[src/design/asd_pkg.sv]
`timescale 1ns / 1ps
// ----------------------------------------------------------------------------
// asd_pkg
// Shared types and constants for the snap detector controller and datapath.
// ----------------------------------------------------------------------------
package asd_pkg;

  // input function codes
  localparam logic [1:0] FUNC_SAMPLE = 2'd0;
  localparam logic [1:0] FUNC_START  = 2'd1;
  localparam logic [1:0] FUNC_INC    = 2'd2;
  localparam logic [1:0] FUNC_ADJ    = 2'd3;

  // counting modes
  localparam logic [1:0] MODE_OFF    = 2'd0;
  localparam logic [1:0] MODE_SINGLE = 2'd1;
  localparam logic [1:0] MODE_SPLIT  = 2'd2;

  // configuration register indexes
  localparam logic [1:0] REG_MODE     = 2'd0;
  localparam logic [1:0] REG_COOLDOWN = 2'd1;
  localparam logic [1:0] REG_GAP      = 2'd2;
  localparam logic [1:0] REG_TOL      = 2'd3;

  localparam logic [15:0] RST_COOLDOWN  = 16'd300;
  localparam logic [15:0] RST_GAP       = 16'd800;
  localparam logic [10:0] RST_TOL       = 11'd300;
  localparam logic [13:0] RST_THRESHOLD = 14'd400;
  localparam logic [13:0] RST_SHARPNESS = 14'd200;

  typedef enum logic [2:0] {
    ST_IDLE,
    ST_SCAN,
    ST_DIVIDE,
    ST_DECIDE,
    ST_FINISH,
    ST_OUT
  } state_t;

  // controller to datapath
  typedef struct packed {
    logic load;      // capture the item and update window
    logic scan_step; // examine one window entry
    logic div_start; // start the divider
    logic decide;    // apply the decision
    logic fin_start; // start the end-of-calibration arithmetic
    logic present;   // load output register
  } cmd_t;

  // datapath to controller
  typedef struct packed {
    logic scan_last;
    logic div_busy;
    logic need_snap;
    logic need_finish;
  } status_t;

endpackage

[src/design/asd_div.sv]
`timescale 1ns / 1ps
// ----------------------------------------------------------------------------
// asd_div
// Restoring unsigned divider, one quotient bit per cycle.
// ----------------------------------------------------------------------------
module asd_div #(
  parameter int W = 24
) (
  input  logic         clk,
  input  logic         rst,
  input  logic         start,
  input  logic [W-1:0] dividend,
  input  logic [W-1:0] divisor,
  output logic         busy,
  output logic [W-1:0] quotient
);
  localparam int CW = $clog2(W + 1);

  logic [W-1:0]  rem;
  logic [W-1:0]  dsr;
  logic [CW-1:0] cnt;
  logic [W:0]    trial;

  assign trial = {rem, quotient[W-1]} - {1'b0, dsr};

  // shift-subtract iteration
  always_ff @(posedge clk) begin
    if (rst) begin
      busy <= 1'b0;
      cnt  <= '0;
    end else if (start) begin
      busy     <= 1'b1;
      cnt      <= CW'(W);
      rem      <= '0;
      dsr      <= divisor;
      quotient <= dividend;
    end else if (busy) begin
      if (!trial[W]) begin
        rem      <= trial[W-1:0];
        quotient <= {quotient[W-2:0], 1'b1};
      end else begin
        rem      <= {rem[W-2:0], quotient[W-1]};
        quotient <= {quotient[W-2:0], 1'b0};
      end
      cnt <= cnt - 1'b1;
      if (cnt == CW'(1)) begin
        busy <= 1'b0;
      end
    end
  end
endmodule

[src/design/asd_ctrl.sv]
`timescale 1ns / 1ps
// ----------------------------------------------------------------------------
// asd_ctrl
// Sequencer: load, window scan, direction divide, decision, end-of-calibration arithmetic, output.
// ----------------------------------------------------------------------------
module asd_ctrl (
  input  logic             clk,
  input  logic             rst,
  input  logic             in_valid,
  output logic             in_ready,
  output logic             out_valid,
  input  logic             out_ready,
  input  asd_pkg::status_t sts,
  output asd_pkg::cmd_t    cmd
);
  import asd_pkg::*;

  state_t state, state_next;
  logic   out_full;
  logic   wait_div;

  // next state
  always_comb begin
    state_next = state;
    case (state)
      ST_IDLE:   if (in_valid) state_next = ST_SCAN;
      ST_SCAN:   if (sts.scan_last) state_next = ST_DIVIDE;
      ST_DIVIDE: state_next = ST_DECIDE;
      ST_DECIDE: if (!sts.div_busy && !wait_div) begin
        state_next = sts.need_finish ? ST_FINISH : ST_OUT;
      end
      ST_FINISH: if (!sts.div_busy && !wait_div) state_next = ST_OUT;
      ST_OUT:    if (!out_full || out_ready) state_next = ST_IDLE;
      default:   state_next = ST_IDLE;
    endcase
  end

  // outputs
  always_comb begin
    cmd = '0;
    in_ready = 1'b0;
    case (state)
      ST_IDLE: begin
        in_ready = 1'b1;
        cmd.load = in_valid;
      end
      ST_SCAN:   cmd.scan_step = 1'b1;
      ST_DIVIDE: cmd.div_start = 1'b1;
      ST_DECIDE: if (!sts.div_busy && !wait_div) begin
        cmd.decide    = 1'b1;
        cmd.fin_start = sts.need_finish;
      end
      ST_OUT:    cmd.present = !out_full || out_ready;
      default:   ;
    endcase
  end

  // wait_div, registered from div_start or fin_start, holds DECIDE and FINISH until busy is seen
  always_ff @(posedge clk) begin
    if (rst) begin
      state    <= ST_IDLE;
      out_full <= 1'b0;
      wait_div <= 1'b0;
    end else begin
      state    <= state_next;
      wait_div <= cmd.div_start || cmd.fin_start;
      if (cmd.present) out_full <= 1'b1;
      else if (out_ready) out_full <= 1'b0;
    end
  end

  assign out_valid = out_full;

  a_one_in_flight: assert property (@(posedge clk) disable iff (rst)
    cmd.load |=> !in_ready) else $error("accepted while busy");
  a_present_free: assert property (@(posedge clk) disable iff (rst)
    cmd.present |-> (!out_full || out_ready)) else $error("output overwrite");
  a_load_idle: assert property (@(posedge clk) disable iff (rst)
    cmd.load |-> state == ST_IDLE) else $error("load outside idle");
endmodule

[src/design/asd_dp.sv]
`timescale 1ns / 1ps
// ----------------------------------------------------------------------------
// asd_dp
// Datapath: smoothing, window store, serial peak scan, calibration and
// counters, output register.
// ----------------------------------------------------------------------------
module asd_dp #(
  parameter int WINDOW_LEN     = 12,
  parameter int CALIB_SNAPS    = 10,
  parameter int SETTLE_SAMPLES = 50
) (
  input  logic                clk,
  input  logic                rst,
  input  asd_pkg::cmd_t       cmd,
  output asd_pkg::status_t    sts,
  input  logic                cfg_we,
  input  logic [1:0]          cfg_index,
  input  logic [15:0]         cfg_data,
  input  logic [1:0]          func,
  input  logic signed [12:0]  accel_x,
  input  logic signed [12:0]  accel_y,
  input  logic signed [12:0]  accel_z,
  input  logic [31:0]         stamp_ms,
  output logic                snap_counted,
  output logic                pulse,
  output logic [15:0]         first_count,
  output logic [15:0]         second_count,
  output logic                in_calibration,
  output logic                is_calibrated,
  output logic [3:0]          snaps_taken,
  output logic [13:0]         current_threshold
);
  import asd_pkg::*;

  localparam int PW = $clog2(WINDOW_LEN);
  localparam int SW = $clog2(SETTLE_SAMPLES + 1);
  localparam int NW = $clog2(CALIB_SNAPS + 1);
  localparam int DW = 24;

  // reciprocal multipliers for the constant divides, exact below 2^18 and 2^20
  localparam int SN_SH  = 18 + $clog2(CALIB_SNAPS);
  localparam int SN_MUL = (1 << SN_SH) / CALIB_SNAPS + 1;
  localparam int F5_SH  = 23;
  localparam int F5_MUL = (1 << F5_SH) / 5 + 1;

  // configuration
  logic [1:0]  counting_mode;
  logic [15:0] cooldown_len, record_gap;
  logic [10:0] direction_tolerance;

  always_ff @(posedge clk) begin
    if (rst) begin
      counting_mode       <= MODE_OFF;
      cooldown_len        <= RST_COOLDOWN;
      record_gap          <= RST_GAP;
      direction_tolerance <= RST_TOL;
    end else if (cfg_we) begin
      case (cfg_index)
        REG_MODE:     counting_mode       <= cfg_data[1:0];
        REG_COOLDOWN: cooldown_len        <= cfg_data;
        REG_GAP:      record_gap          <= cfg_data;
        REG_TOL:      direction_tolerance <= cfg_data[10:0];
        default:      ;
      endcase
    end
  end

  // state
  logic [13:0]        smoothed_level;
  logic signed [14:0] window_store [WINDOW_LEN];
  logic [PW-1:0]      write_position;
  logic [SW-1:0]      settle_count;
  logic [NW-1:0]      snaps_recorded;
  logic [17:0]        energy_sum;
  logic signed [14:0] direction_sum;
  logic [13:0]        peak_threshold, edge_sharpness;
  logic signed [10:0] mean_direction;
  logic [31:0]        last_count_time, last_record_time;
  logic               calib_running, calib_done;
  logic [15:0]        count_one, count_two;

  // captured item
  logic [1:0]         f_q;
  logic signed [12:0] z_q;
  logic [14:0]        mag_q;
  logic [31:0]        now_q;

  logic [14:0] mag_in;
  logic [17:0] smooth_sum;
  logic [13:0] smooth_new;
  logic [12:0] ax, ay, az;

  assign ax = accel_x[12] ? 13'(-accel_x) : accel_x;
  assign ay = accel_y[12] ? 13'(-accel_y) : accel_y;
  assign az = accel_z[12] ? 13'(-accel_z) : accel_z;
  assign mag_in     = 15'(ax) + 15'(ay) + 15'(az);
  assign smooth_sum = 18'(smoothed_level) * 18'd7 + 18'(mag_in);
  assign smooth_new = smooth_sum[16:3];

  // serial scan over the window, oldest first
  logic [PW-1:0]      scan_p;
  logic [PW-1:0]      scan_idx;
  logic signed [14:0] peak;
  logic signed [14:0] prev_val, peak_prev;
  logic               peak_found, peak_is_first, after_peak, fall_ok;
  logic signed [14:0] cur;

  always_comb begin
    logic [PW:0] s;
    s = {1'b0, write_position} + {1'b0, scan_p};
    if (s >= (PW+1)'(WINDOW_LEN)) s = s - (PW+1)'(WINDOW_LEN);
    scan_idx = s[PW-1:0];
  end
  assign cur = window_store[scan_idx];
  assign sts.scan_last = (scan_p == PW'(WINDOW_LEN - 1));

  logic signed [15:0] half_sharp;
  assign half_sharp = 16'(edge_sharpness >> 1);

  always_ff @(posedge clk) begin
    if (cmd.load) begin
      scan_p     <= '0;
      peak       <= '0;
      peak_found <= 1'b0;
      after_peak <= 1'b0;
      fall_ok    <= 1'b1;
    end else if (cmd.scan_step) begin
      scan_p   <= scan_p + 1'b1;
      prev_val <= cur;
      if (cur > peak) begin
        peak          <= cur;
        peak_found    <= 1'b1;
        peak_is_first <= (scan_p == '0);
        peak_prev     <= prev_val;
        after_peak    <= 1'b1;
        fall_ok       <= 1'b1;
      end else if (after_peak) begin
        after_peak <= 1'b0;
        fall_ok    <= (16'(peak) - 16'(cur)) >= half_sharp;
      end
    end
  end

  logic snap;
  logic signed [15:0] rise;
  assign rise = 16'(peak) - 16'(peak_prev);
  assign snap = peak_found && (16'(peak) >= 16'(peak_threshold)) &&
                (peak_is_first || rise >= 16'(edge_sharpness)) && fall_ok;

  // phase decode
  logic settling, recording, gap_ok, cool_ok;
  assign settling  = calib_running && settle_count < SW'(SETTLE_SAMPLES);
  assign recording = calib_running && !settling &&
                     snaps_recorded < NW'(CALIB_SNAPS);
  assign gap_ok    = (now_q - last_record_time) >= 32'(record_gap);
  assign cool_ok   = (now_q - last_count_time) > 32'(cooldown_len);

  // direction divider
  logic          dv_start, dv_busy;
  logic [DW-1:0] dv_a, dv_b, dv_q;
  logic          fin_phase;
  logic          fin_step;

  asd_div #(.W(DW)) u_div (
    .clk(clk), .rst(rst), .start(dv_start),
    .dividend(dv_a), .divisor(dv_b), .busy(dv_busy), .quotient(dv_q)
  );
  assign sts.div_busy = dv_busy || fin_phase;

  logic [12:0] z_abs;
  assign z_abs = z_q[12] ? 13'(-z_q) : z_q;

  logic [17:0] avg_r;
  logic [14:0] dsum_abs;
  assign dsum_abs = direction_sum[14] ? 15'(-direction_sum) : direction_sum;

  // divider operands: |z| * 1000 over the magnitude
  assign dv_start = cmd.div_start;
  assign dv_a     = DW'(z_abs) * DW'(1000);
  assign dv_b     = (mag_q == '0) ? DW'(1) : DW'(mag_q);

  // end-of-calibration quotients
  logic [47:0] avg_prod, mean_prod, thr_prod, sharp_prod;
  logic [19:0] avg3;
  logic [10:0] mean_q;
  assign avg_prod   = 48'(energy_sum) * 48'(SN_MUL);
  assign mean_prod  = 48'(dsum_abs) * 48'(SN_MUL);
  assign mean_q     = mean_prod[SN_SH +: 11];
  assign avg3       = 20'(avg_r) * 20'd3;
  assign thr_prod   = 48'(avg3) * 48'(F5_MUL);
  assign sharp_prod = 48'(avg_r) * 48'(F5_MUL);

  logic signed [11:0] dir;
  assign dir = (mag_q == '0) ? 12'sd0 :
               (z_q[12] ? -$signed({1'b0, dv_q[10:0]}) : $signed({1'b0, dv_q[10:0]}));

  logic signed [12:0] ddiff;
  logic [12:0]        ddiff_abs;
  assign ddiff     = 13'(dir) - 13'(mean_direction);
  assign ddiff_abs = ddiff[12] ? 13'(-ddiff) : ddiff;

  logic [17:0] energy_sum_next_w;
  logic        rec_hit;
  assign rec_hit = f_q == FUNC_SAMPLE && recording && gap_ok && snap;
  assign energy_sum_next_w = energy_sum + 18'(peak);
  assign sts.need_snap   = 1'b0;
  assign sts.need_finish = rec_hit && (snaps_recorded == NW'(CALIB_SNAPS - 1));

  function automatic logic [15:0] sat_inc(input logic [15:0] c);
    return (c == 16'hFFFF) ? c : c + 1'b1;
  endfunction

  logic counted_r, pulse_r;

  // item processing
  always_ff @(posedge clk) begin
    if (rst) begin
      smoothed_level   <= '0;
      write_position   <= '0;
      settle_count     <= '0;
      snaps_recorded   <= '0;
      energy_sum       <= '0;
      direction_sum    <= '0;
      peak_threshold   <= RST_THRESHOLD;
      edge_sharpness   <= RST_SHARPNESS;
      mean_direction   <= '0;
      last_count_time  <= '0;
      last_record_time <= '0;
      calib_running    <= 1'b0;
      calib_done       <= 1'b0;
      count_one        <= '0;
      count_two        <= '0;
      fin_phase        <= 1'b0;
      fin_step         <= 1'b0;
      counted_r        <= 1'b0;
      pulse_r          <= 1'b0;
      for (int i = 0; i < WINDOW_LEN; i++) window_store[i] <= '0;
    end else begin
      if (cmd.load) begin
        f_q       <= func;
        z_q       <= accel_z;
        mag_q     <= mag_in;
        now_q     <= stamp_ms;
        counted_r <= 1'b0;
        pulse_r   <= 1'b0;
        if (func == FUNC_SAMPLE) begin
          smoothed_level <= smooth_new;
          window_store[write_position] <= 15'(mag_in) - 15'(smooth_new);
          write_position <= (write_position == PW'(WINDOW_LEN - 1)) ? '0 :
                            write_position + 1'b1;
        end
      end
      if (cmd.decide) begin
        case (f_q)
          FUNC_SAMPLE: begin
            if (settling) begin
              settle_count <= settle_count + 1'b1;
            end else if (recording) begin
              if (rec_hit) begin
                energy_sum       <= energy_sum_next_w;
                direction_sum    <= direction_sum + 15'(dir);
                snaps_recorded   <= snaps_recorded + 1'b1;
                last_record_time <= now_q;
                pulse_r          <= 1'b1;
              end
            end else if (calib_done && !calib_running && cool_ok && snap &&
                         ddiff_abs < 13'(direction_tolerance)) begin
              if (counting_mode == MODE_SINGLE) begin
                count_one <= sat_inc(count_one);
              end else if (counting_mode == MODE_SPLIT) begin
                if (dir > 12'(mean_direction)) count_one <= sat_inc(count_one);
                else count_two <= sat_inc(count_two);
              end
              last_count_time <= now_q;
              counted_r <= 1'b1;
              pulse_r   <= 1'b1;
            end
          end
          FUNC_START: begin
            calib_running    <= 1'b1;
            calib_done       <= 1'b0;
            settle_count     <= '0;
            snaps_recorded   <= '0;
            energy_sum       <= '0;
            direction_sum    <= '0;
            last_record_time <= '0;
          end
          FUNC_INC: begin
            if (counting_mode == MODE_SINGLE || counting_mode == MODE_SPLIT)
              count_one <= sat_inc(count_one);
          end
          FUNC_ADJ: begin
            if (counting_mode == MODE_SINGLE) begin
              if (count_one != '0) count_one <= count_one - 1'b1;
            end else if (counting_mode == MODE_SPLIT) begin
              count_two <= sat_inc(count_two);
            end
          end
          default: ;
        endcase
      end
      // end of calibration: average and mean direction, then threshold and sharpness
      if (cmd.fin_start) begin
        fin_phase <= 1'b1;
        fin_step  <= 1'b0;
      end else if (fin_phase && !fin_step) begin
        avg_r          <= avg_prod[SN_SH +: 18];
        mean_direction <= direction_sum[14] ? 11'(-mean_q) : mean_q;
        fin_step       <= 1'b1;
      end else if (fin_phase) begin
        peak_threshold <= thr_prod[F5_SH +: 14];
        edge_sharpness <= sharp_prod[F5_SH +: 14];
        calib_done     <= 1'b1;
        calib_running  <= 1'b0;
        fin_phase      <= 1'b0;
      end
    end
  end

  // output register
  always_ff @(posedge clk) begin
    if (rst) begin
      snap_counted      <= 1'b0;
      pulse             <= 1'b0;
      first_count       <= '0;
      second_count      <= '0;
      in_calibration    <= 1'b0;
      is_calibrated     <= 1'b0;
      snaps_taken       <= '0;
      current_threshold <= RST_THRESHOLD;
    end else if (cmd.present) begin
      snap_counted      <= counted_r;
      pulse             <= pulse_r;
      first_count       <= count_one;
      second_count      <= count_two;
      in_calibration    <= calib_running;
      is_calibrated     <= calib_done;
      snaps_taken       <= 4'(snaps_recorded);
      current_threshold <= peak_threshold;
    end
  end

  a_count_sat: assert property (@(posedge clk) disable iff (rst)
    (count_one == 16'hFFFF && !(cmd.decide && f_q == FUNC_ADJ)) |=> count_one == 16'hFFFF)
    else $error("counter wrapped");
  a_snaps_max: assert property (@(posedge clk) disable iff (rst)
    snaps_recorded <= NW'(CALIB_SNAPS)) else $error("too many snaps");
  a_counted_pulse: assert property (@(posedge clk) disable iff (rst)
    counted_r |-> pulse_r) else $error("count without pulse");
  a_out_hold: assert property (@(posedge clk) disable iff (rst)
    !cmd.present |=> $stable(first_count)) else $error("output moved");
endmodule

[src/design/accel_snap_detector_core.sv]
`timescale 1ns / 1ps
// ----------------------------------------------------------------------------
// accel_snap_detector_core
// Accelerometer snap detector with self-calibration and snap counters.
// ----------------------------------------------------------------------------
// channel   handshake             payload
// in        in_valid / in_ready   func, accel_x/y/z, stamp_ms
// out       out_valid / out_ready snap_counted .. current_threshold
// cfg       cfg_we                cfg_index, cfg_data
//
// One item in flight: a load, the serial window scan, a divider start,
// the direction divide and a decision, then an output.
// The last calibration snap adds the end-of-calibration arithmetic.
// Reset (rst, synchronous) restores the configuration, calibration,
// counter and output register defaults.
// A held output register lets the next item start while a result waits.
// ----------------------------------------------------------------------------
module accel_snap_detector_core #(
  parameter int WINDOW_LEN     = 12,
  parameter int CALIB_SNAPS    = 10,
  parameter int SETTLE_SAMPLES = 50
) (
  input  logic               clk,
  input  logic               rst,
  input  logic               cfg_we,
  input  logic [1:0]         cfg_index,
  input  logic [15:0]        cfg_data,
  input  logic               in_valid,
  output logic               in_ready,
  input  logic [1:0]         func,
  input  logic signed [12:0] accel_x,
  input  logic signed [12:0] accel_y,
  input  logic signed [12:0] accel_z,
  input  logic [31:0]        stamp_ms,
  output logic               out_valid,
  input  logic               out_ready,
  output logic               snap_counted,
  output logic               pulse,
  output logic [15:0]        first_count,
  output logic [15:0]        second_count,
  output logic               in_calibration,
  output logic               is_calibrated,
  output logic [3:0]         snaps_taken,
  output logic [13:0]        current_threshold
);
  import asd_pkg::*;

  cmd_t    cmd;
  status_t sts;

  asd_ctrl u_ctrl (
    .clk(clk), .rst(rst), .in_valid(in_valid), .in_ready(in_ready),
    .out_valid(out_valid), .out_ready(out_ready), .sts(sts), .cmd(cmd)
  );

  asd_dp #(
    .WINDOW_LEN(WINDOW_LEN), .CALIB_SNAPS(CALIB_SNAPS),
    .SETTLE_SAMPLES(SETTLE_SAMPLES)
  ) u_dp (
    .clk(clk), .rst(rst), .cmd(cmd), .sts(sts),
    .cfg_we(cfg_we), .cfg_index(cfg_index), .cfg_data(cfg_data),
    .func(func), .accel_x(accel_x), .accel_y(accel_y), .accel_z(accel_z),
    .stamp_ms(stamp_ms),
    .snap_counted(snap_counted), .pulse(pulse), .first_count(first_count),
    .second_count(second_count), .in_calibration(in_calibration),
    .is_calibrated(is_calibrated), .snaps_taken(snaps_taken),
    .current_threshold(current_threshold)
  );
endmodule
[config.mk]
export PLATFORM = sky130hd
export DESIGN_NAME = accel_snap_detector_core
export DESIGN_NICKNAME = d
export VERILOG_FILES = /design/src/design/asd_pkg.sv /design/src/design/asd_div.sv /design/src/design/asd_ctrl.sv /design/src/design/asd_dp.sv /design/src/design/accel_snap_detector_core.sv
export SDC_FILE = /design/constraint.sdc
export NUM_CORES = 2
export LEC_CHECK = 0
export BUFFER_PORTS_ARGS = -buffer_cell sky130_fd_sc_hd__buf_2
export CORE_MARGIN = 2
export CORE_UTILIZATION = 60
export CTS_BUF_LIST = sky130_fd_sc_hd__clkbuf_2
export DETAILED_ROUTE_END_ITERATION = 8
export GPL_ROUTABILITY_DRIVEN = 1
export PLACE_DENSITY = 0.77
export REMOVE_ABC_BUFFERS = 1
export SLEW_MARGIN = 25
export SYNTH_ARGS = -nofsm -noshare
export SYNTH_HDL_FRONTEND = slang
export SYNTH_SLANG_ARGS = --single-unit
[constraint.sdc]
create_clock -name clk -period 9.8 [get_ports clk]
set_clock_uncertainty 0.2 [all_clocks]
set_input_delay 0.49 -clock clk [delete_from_list [all_inputs] [get_ports clk]]
set_output_delay 0.49 -clock clk [all_outputs]
set_load 0.005 [all_outputs]
* Word-level counts from Yosys, hierarchy flattened
Memories as Yosys holds them, arrays and structs flattened.
Index checks and enable logic that the tools add are counted.
** Word-level totals
- Register bits :: 514
- Bits in latches :: 0
- Memory bits (writable) :: 180
- ROM bits :: 0
- Input port bits :: 96
- Output and inout port bits :: 56
- Word-level logic and storage cells :: 328
- Memories :: 1
** Operators by class
- Add/subtract/negate cells :: 30
- $mul :: 7
- Div/mod/pow operators :: 0
- Magnitude comparators :: 11
- Eq/ne operators :: 41
- Shift operators :: 0
- Multiplexer cells :: 113
- Bitwise operators :: 6
- Reductions and logical operators :: 64
** Memories
- u_dp.window_store :: words 12, bits a word 15, read ports 1, clocked after memory_dff 0, write ports 12, line asd_dp.sv:70 : logic signed [14:0] window_store [WINDOW_LEN];
** Operator list (number)
- 16-bit 2-to-1 mux :: 19
- 32-bit 2-to-1 mux :: 3
- 15-bit 2-to-1 mux :: 5
- 24-bit 2-to-1 mux :: 3
- 13-bit 2-to-1 mux :: 5
- 13-bit negation :: 5
- 32-bit one-hot mux with 2 select lines :: 1
- 32-bit subtractor :: 2
- 18-bit 2-to-1 mux :: 3
- 16-bit by 14-bit >= comparator with 1-bit output :: 3
- 16-bit one-hot mux with 3 select lines :: 1
- 1-bit 2-to-1 mux :: 47
- 18-bit by 19-bit multiplier with 37-bit output, second input constant :: 1
- 20-bit by 20-bit multiplier with 36-bit output, second input constant :: 1
- 18-bit one-hot mux with 2 select lines :: 1
- 15-bit by 20-bit multiplier with 35-bit output, second input constant :: 1
- 15-bit by 19-bit multiplier with 33-bit output, second input constant :: 1
- 16-bit by 1-bit adder with 16-bit output, second input constant :: 2
- 16-bit equality test, second input constant :: 2
- 32-bit by 16-bit >= comparator with 1-bit output :: 1
- 32-bit by 16-bit > comparator with 1-bit output :: 1
- 16-bit one-hot mux with 2 select lines :: 1
- 15-bit by 15-bit subtractor with 16-bit output :: 2
- 15-bit one-hot mux with 2 select lines :: 1
- other kinds (64) :: 160

* Logic depth before layout (Yosys ltp)
- Depth in word-level cells :: 15
- Depth in mapped cells :: 39
- Gate-level depth less buffers :: 38

* Hierarchy
From an unflattened synthesis, not the netlist that was laid out.
** Second synthesis, totals
- Cells, all modules :: 6450
- Area, all modules :: 63736.1 um^2
** By module, submodules not included
- asd_dp :: instances 1, cells an instance 6004, area an instance 58775.1 um^2, sequential area each 16896.2 um^2
- asd_div :: instances 1, cells an instance 407, area an instance 4631.9 um^2, sequential area each 2282.2 um^2
- asd_ctrl :: instances 1, cells an instance 39, area an instance 329.1 um^2, sequential area each 100.1 um^2

* Worst setup path after synthesis
OpenSTA, ideal clock, no wires.
- Path type :: register to register
- Start :: register u_dp.avg_r[0]
- End :: register u_dp.peak_threshold[13]
- Library setup time :: 0.136 ns
- Arrival time :: 7.738 ns
- Required time :: 9.464 ns
- Slack :: 1.726 ns
- Cell stages (with the launch flop) :: 33
- Buffers on the path :: 0
- Path through :: edfxtp_1 ha_1 fa_1 a21o_1 a21oi_1 o21bai_1 a21oi_1 o21bai_1 a21oi_1 o21bai_1 a21o_1 a21oi_1 o31ai_1 xor2_1 ha_1 fa_1 fa_1 inv_1 fa_1 inv_1 fa_1 fa_1 ha_1 a21o_1 a21oi_1 o21ai_0 nand2_1 a21oi_1 o31ai_1 o211ai_1 a21oi_1 xnor2_1 o22ai_1
** On the way
- Cells in the longest elaborated chain, start to end :: 2
** Ends and longest elaborated chain
- start, declared :: line asd_dp.sv:173 : logic [17:0] avg_r;
- start signal, assigned :: line asd_dp.sv:307 : avg_r <= avg_prod[SN_SH +: 18];
- 15-bit by 2-bit multiplier with 17-bit output :: line asd_dp.sv:189 : assign avg3 = 20'(avg_r) * 20'd3;
- 20-bit by 20-bit multiplier with 36-bit output :: line asd_dp.sv:190 : assign thr_prod = 48'(avg3) * 48'(F5_MUL);
- end signal, assigned :: line asd_dp.sv:311 : peak_threshold <= thr_prod[F5_SH +: 14];
- end, declared :: line asd_dp.sv:76 : logic [13:0] peak_threshold, edge_sharpness;
Every way passes these cells.
A chain may end at the register's enable or synchronous reset.

==> impl_metrics.env <==
export IMPL_yosysSeqAreaShare_pct=29.9
export IMPL_avgSynthCellArea_um2=9.77
export IMPL_power_leakage_nw=32.5
export IMPL_crit_required_ps=10850
export IMPL_ant_nets=0
export IMPL_fin_crit_ps=9170
export IMPL_clkTransAtPathRegs_ps=100
export IMPL_synth_ff_latch_count=744
export IMPL_place_inst=7884
export IMPL_hold_start="func[0]"
export IMPL_start_util_pct=60.4
export IMPL_grt_max_degree=94
export IMPL_synthesis_instances=6499
export IMPL_syn2layout_area_growth_pct=10.2
export IMPL_postLayoutCellArea_um2=70000
export IMPL_grt_overflow=0
export IMPL_hold_violations=0
export IMPL_synthDistinctLibCells=104
export IMPL_hp_class="input pin to register"
export IMPL_wl_per_cell_um=19.3
export IMPL_place_ws_ps=996
export IMPL_rrSetupSlack_ps=930
export IMPL_highest_layer="met5"
export IMPL_gp_congestion=0.952
export IMPL_grt_pass1_wl_mm=262
export IMPL_rr_endpoint="u_dp.peak_threshold[13]$_SDFFE_PP0P_"
export IMPL_dpl_cell_area_um2=65600
export IMPL_ctsLongestPathBuffers=3
export IMPL_arrival_ps=10220
export IMPL_worstSetupPathType="input pin to register"
export IMPL_fin_crit_sh_pct=93.6
export IMPL_io_buffers=151
export IMPL_synth_edf_count=411
export IMPL_ff_latch_area_um2=19000
export IMPL_critPathSlowestCell="dlygate4sd3_1"
export IMPL_first_iter_violations=3847
export IMPL_yosysWarningCount=0
export IMPL_setup_slack_ps=629
export IMPL_die_h_um=329
export IMPL_met1Wirelength_mm=67.2
export IMPL_synth_area_leaders="edfxtp_1, ha_1, fa_1"
export IMPL_crit_path_start_kind="input pin"
export IMPL_fillers=8178
export IMPL_synth_top_area_share_pct=19.4
export IMPL_crit_path_end_kind="register"
export IMPL_synth_area_um2=63500
export IMPL_grt_total_usage_pct=30.5
export IMPL_whs_path_depth=4
export IMPL_cts_htree_levels=4
export IMPL_cts_setup_buffers=0
export IMPL_vias_per_cell=5.88
export IMPL_p_per_area_nw_per_um2=215
export IMPL_layout_nets=8297
export IMPL_cap_viol_max_count=0
export IMPL_dr_wl_met3_mm=11.4
export IMPL_dr_pass1_iters=6
export IMPL_numCtsBuffers=192
export IMPL_antenna_found_initial=9
export IMPL_synthFlopType="edfxtp_1"
export IMPL_slew_viol_final=0
export IMPL_dieArea_um2=108000
export IMPL_async_reset_ff_share_pct=0
export IMPL_ios=152
export IMPL_status="completed"
export IMPL_grt_pass1_vias=50740
export IMPL_drc_errors=0
export IMPL_instances_no_fill=8497
export IMPL_die_w_um=329
export IMPL_fmaxAchievable_mhz=109
export IMPL_multi_input_area_um2=40300
export IMPL_slew_headroom_pct=30.7
export IMPL_cts_tree="built"
export IMPL_met2_length_mm=78.5
export IMPL_regToRegStartpoint="u_dp.avg_r[0]$_DFFE_PP_"
export IMPL_vias=49948
export IMPL_row_count=119
export IMPL_synth_top_cell_by_area="edfxtp_1"
export IMPL_clock_sinks=744
export IMPL_design_power_total_mw=15.0
export IMPL_path_max_fanout=13
export IMPL_ctsRootBufferMaster="clkbuf_2"
export IMPL_max_stage_delay_ps=620
export IMPL_synth_most_common_cell="inv_1"
export IMPL_tns_ps=0
export IMPL_max_vdd_ir_drop_mv=0.756
export IMPL_hpwl_mm=121
export IMPL_drive_above_1_share_pct=9.73
export IMPL_rsz0062_at_grt="no"
export IMPL_core_region_area_um2=105000
export IMPL_routed_wirelength_mm=164
export IMPL_setup_viol=0
export IMPL_whs_endpoint="u_dp.smoothed_level[11]$_SDFFE_PP0P_"
export IMPL_worst_slew_pin_slew_ps=1010
export IMPL_clk_latency_ps=1610
export IMPL_synthTopCellsByCount="inv_1, ha_1, nand2_1"
export IMPL_ff2ff_path_depth=32
==> worst max-delay path: cells and delay by family <==
kind	cells	cell delay, ps
and+or+nand+nor	8	1070
adders and majority gates	6	2330
xor gates and xnor gates	3	530
buffers and inverters	9	2810
AOI/OAI and AO/OA	16	2980
==> placed cells by master (no fill, tap or decap), types with 228 or more instances in the layout <==
master and count:
dlygate4sd3_1 245, ha_1 856, dfxtp_1 333, clkbuf_2 281, fa_1 410, o21ai_0 228
nor2_1 484, inv_1 910, nand2_1 493, edfxtp_1 411, a21oi_1 379
==> worst max-delay path by stage <==
| stage | start | endpoint | slack (ps) | cells after the start |
|---|---|---|---|---|
| after detailed placement | u_dp.avg_r[0]$_DFFE_PP_ | u_dp.peak_threshold[13]$_SDFFE_PP0P_ | 1000 | 32 |
| after CTS | accel_y[0] | u_dp.window_store[12][9]$_DFFE_PP_ | 760 | 35 |
| final | accel_y[0] | u_dp.window_store[7][14]$_SDFFCE_PN0P_ | 630 | 42 |
| after global routing | accel_y[0] | u_dp.window_store[12][13]$_DFFE_PP_ | 140 | 44 |
| after global placement | u_dp.avg_r[0]$_DFFE_PP_ | u_dp.peak_threshold[13]$_SDFFE_PP0P_ | 1060 | 32 |
| after floorplan | u_dp.write_position[0]$_SDFFE_PP0P_ | u_dp.peak_is_first$_DFFE_PP_ | 710 | 19 |
==> routing by layer <==
metal  vias up  global-route usage (%)
met4         2                    13.9
met5         -                       0
met1     24089                    38.4
met3       444                    5.18
li1      23574                       -
met2      1839                    51.5
==> layout make-up <==
type                    count  area share, %
diodes                     11         0.0393
flip-flops and latches    744           27.2
inverters                 912           4.89
clock inverters            75          0.708
multi-input cells        4644           57.6
repair buffers            439           5.08
clock buffers             281           2.01
well taps                1391           2.49
==> power by group <==
group	leakage [nW]	internal, mW	total, mW	switching, mW
Clock	1.41	0.894	2.33	1.44
Sequential	6.67	4.04	4.19	0.149
Combinational	24.5	2.84	8.52	5.68
==> logic make-up (layout without fill, tap and decap cells) <==
logic type / Yosys count / in the layout / share of synthesized area [%]
fa+ha+maj: 1268 / 1268 / 29.8
compound gates: 1258 / 1258 / 13.0
mux: 170 / 170 / 3.94
buf+inv: 1111 / 1707 / 6.79
simple gates: 1609 / 1609 / 11.8
flops: 744 / 744 / 29.9
other cells: 0 / 11 / 0
xor+xnor: 339 / 339 / 4.68
==> registers in the layout (all words and copies together) (netlist names), 16 cells and up <==
register	cells
u_dp.cooldown_len	16
u_dp.last_count_time	32
u_dp.u_div.quotient	24
u_dp.count_one	16
u_dp.last_record_time	32
u_dp.count_two	16
u_dp.u_div.rem	24
u_dp.record_gap	16
u_dp.window_store	240
u_dp.now_q	32
u_dp.second_count	16
u_dp.energy_sum	18
u_dp.first_count	16
==> stage by stage <==
| step | util [%] | hold WS [ps] |
|---|---|---|
| detailed placement | 62.4 | 206 |
| global route | 66.6 | 88.7 |
| global placement | 62.3 | 202 |
| CTS | 66.5 | 27.3 |
| finish | 66.6 | 101 |
| floorplan | - | 200 |
==> timing repair <==
action	4_1_cts	5_1_grt
resized for setup	0	2
endpoints found under the hold margin	534	0
hold buffers	246	0
setup endpoints to repair	0	13
No activity file was read; power rests on OpenSTA's default activity.
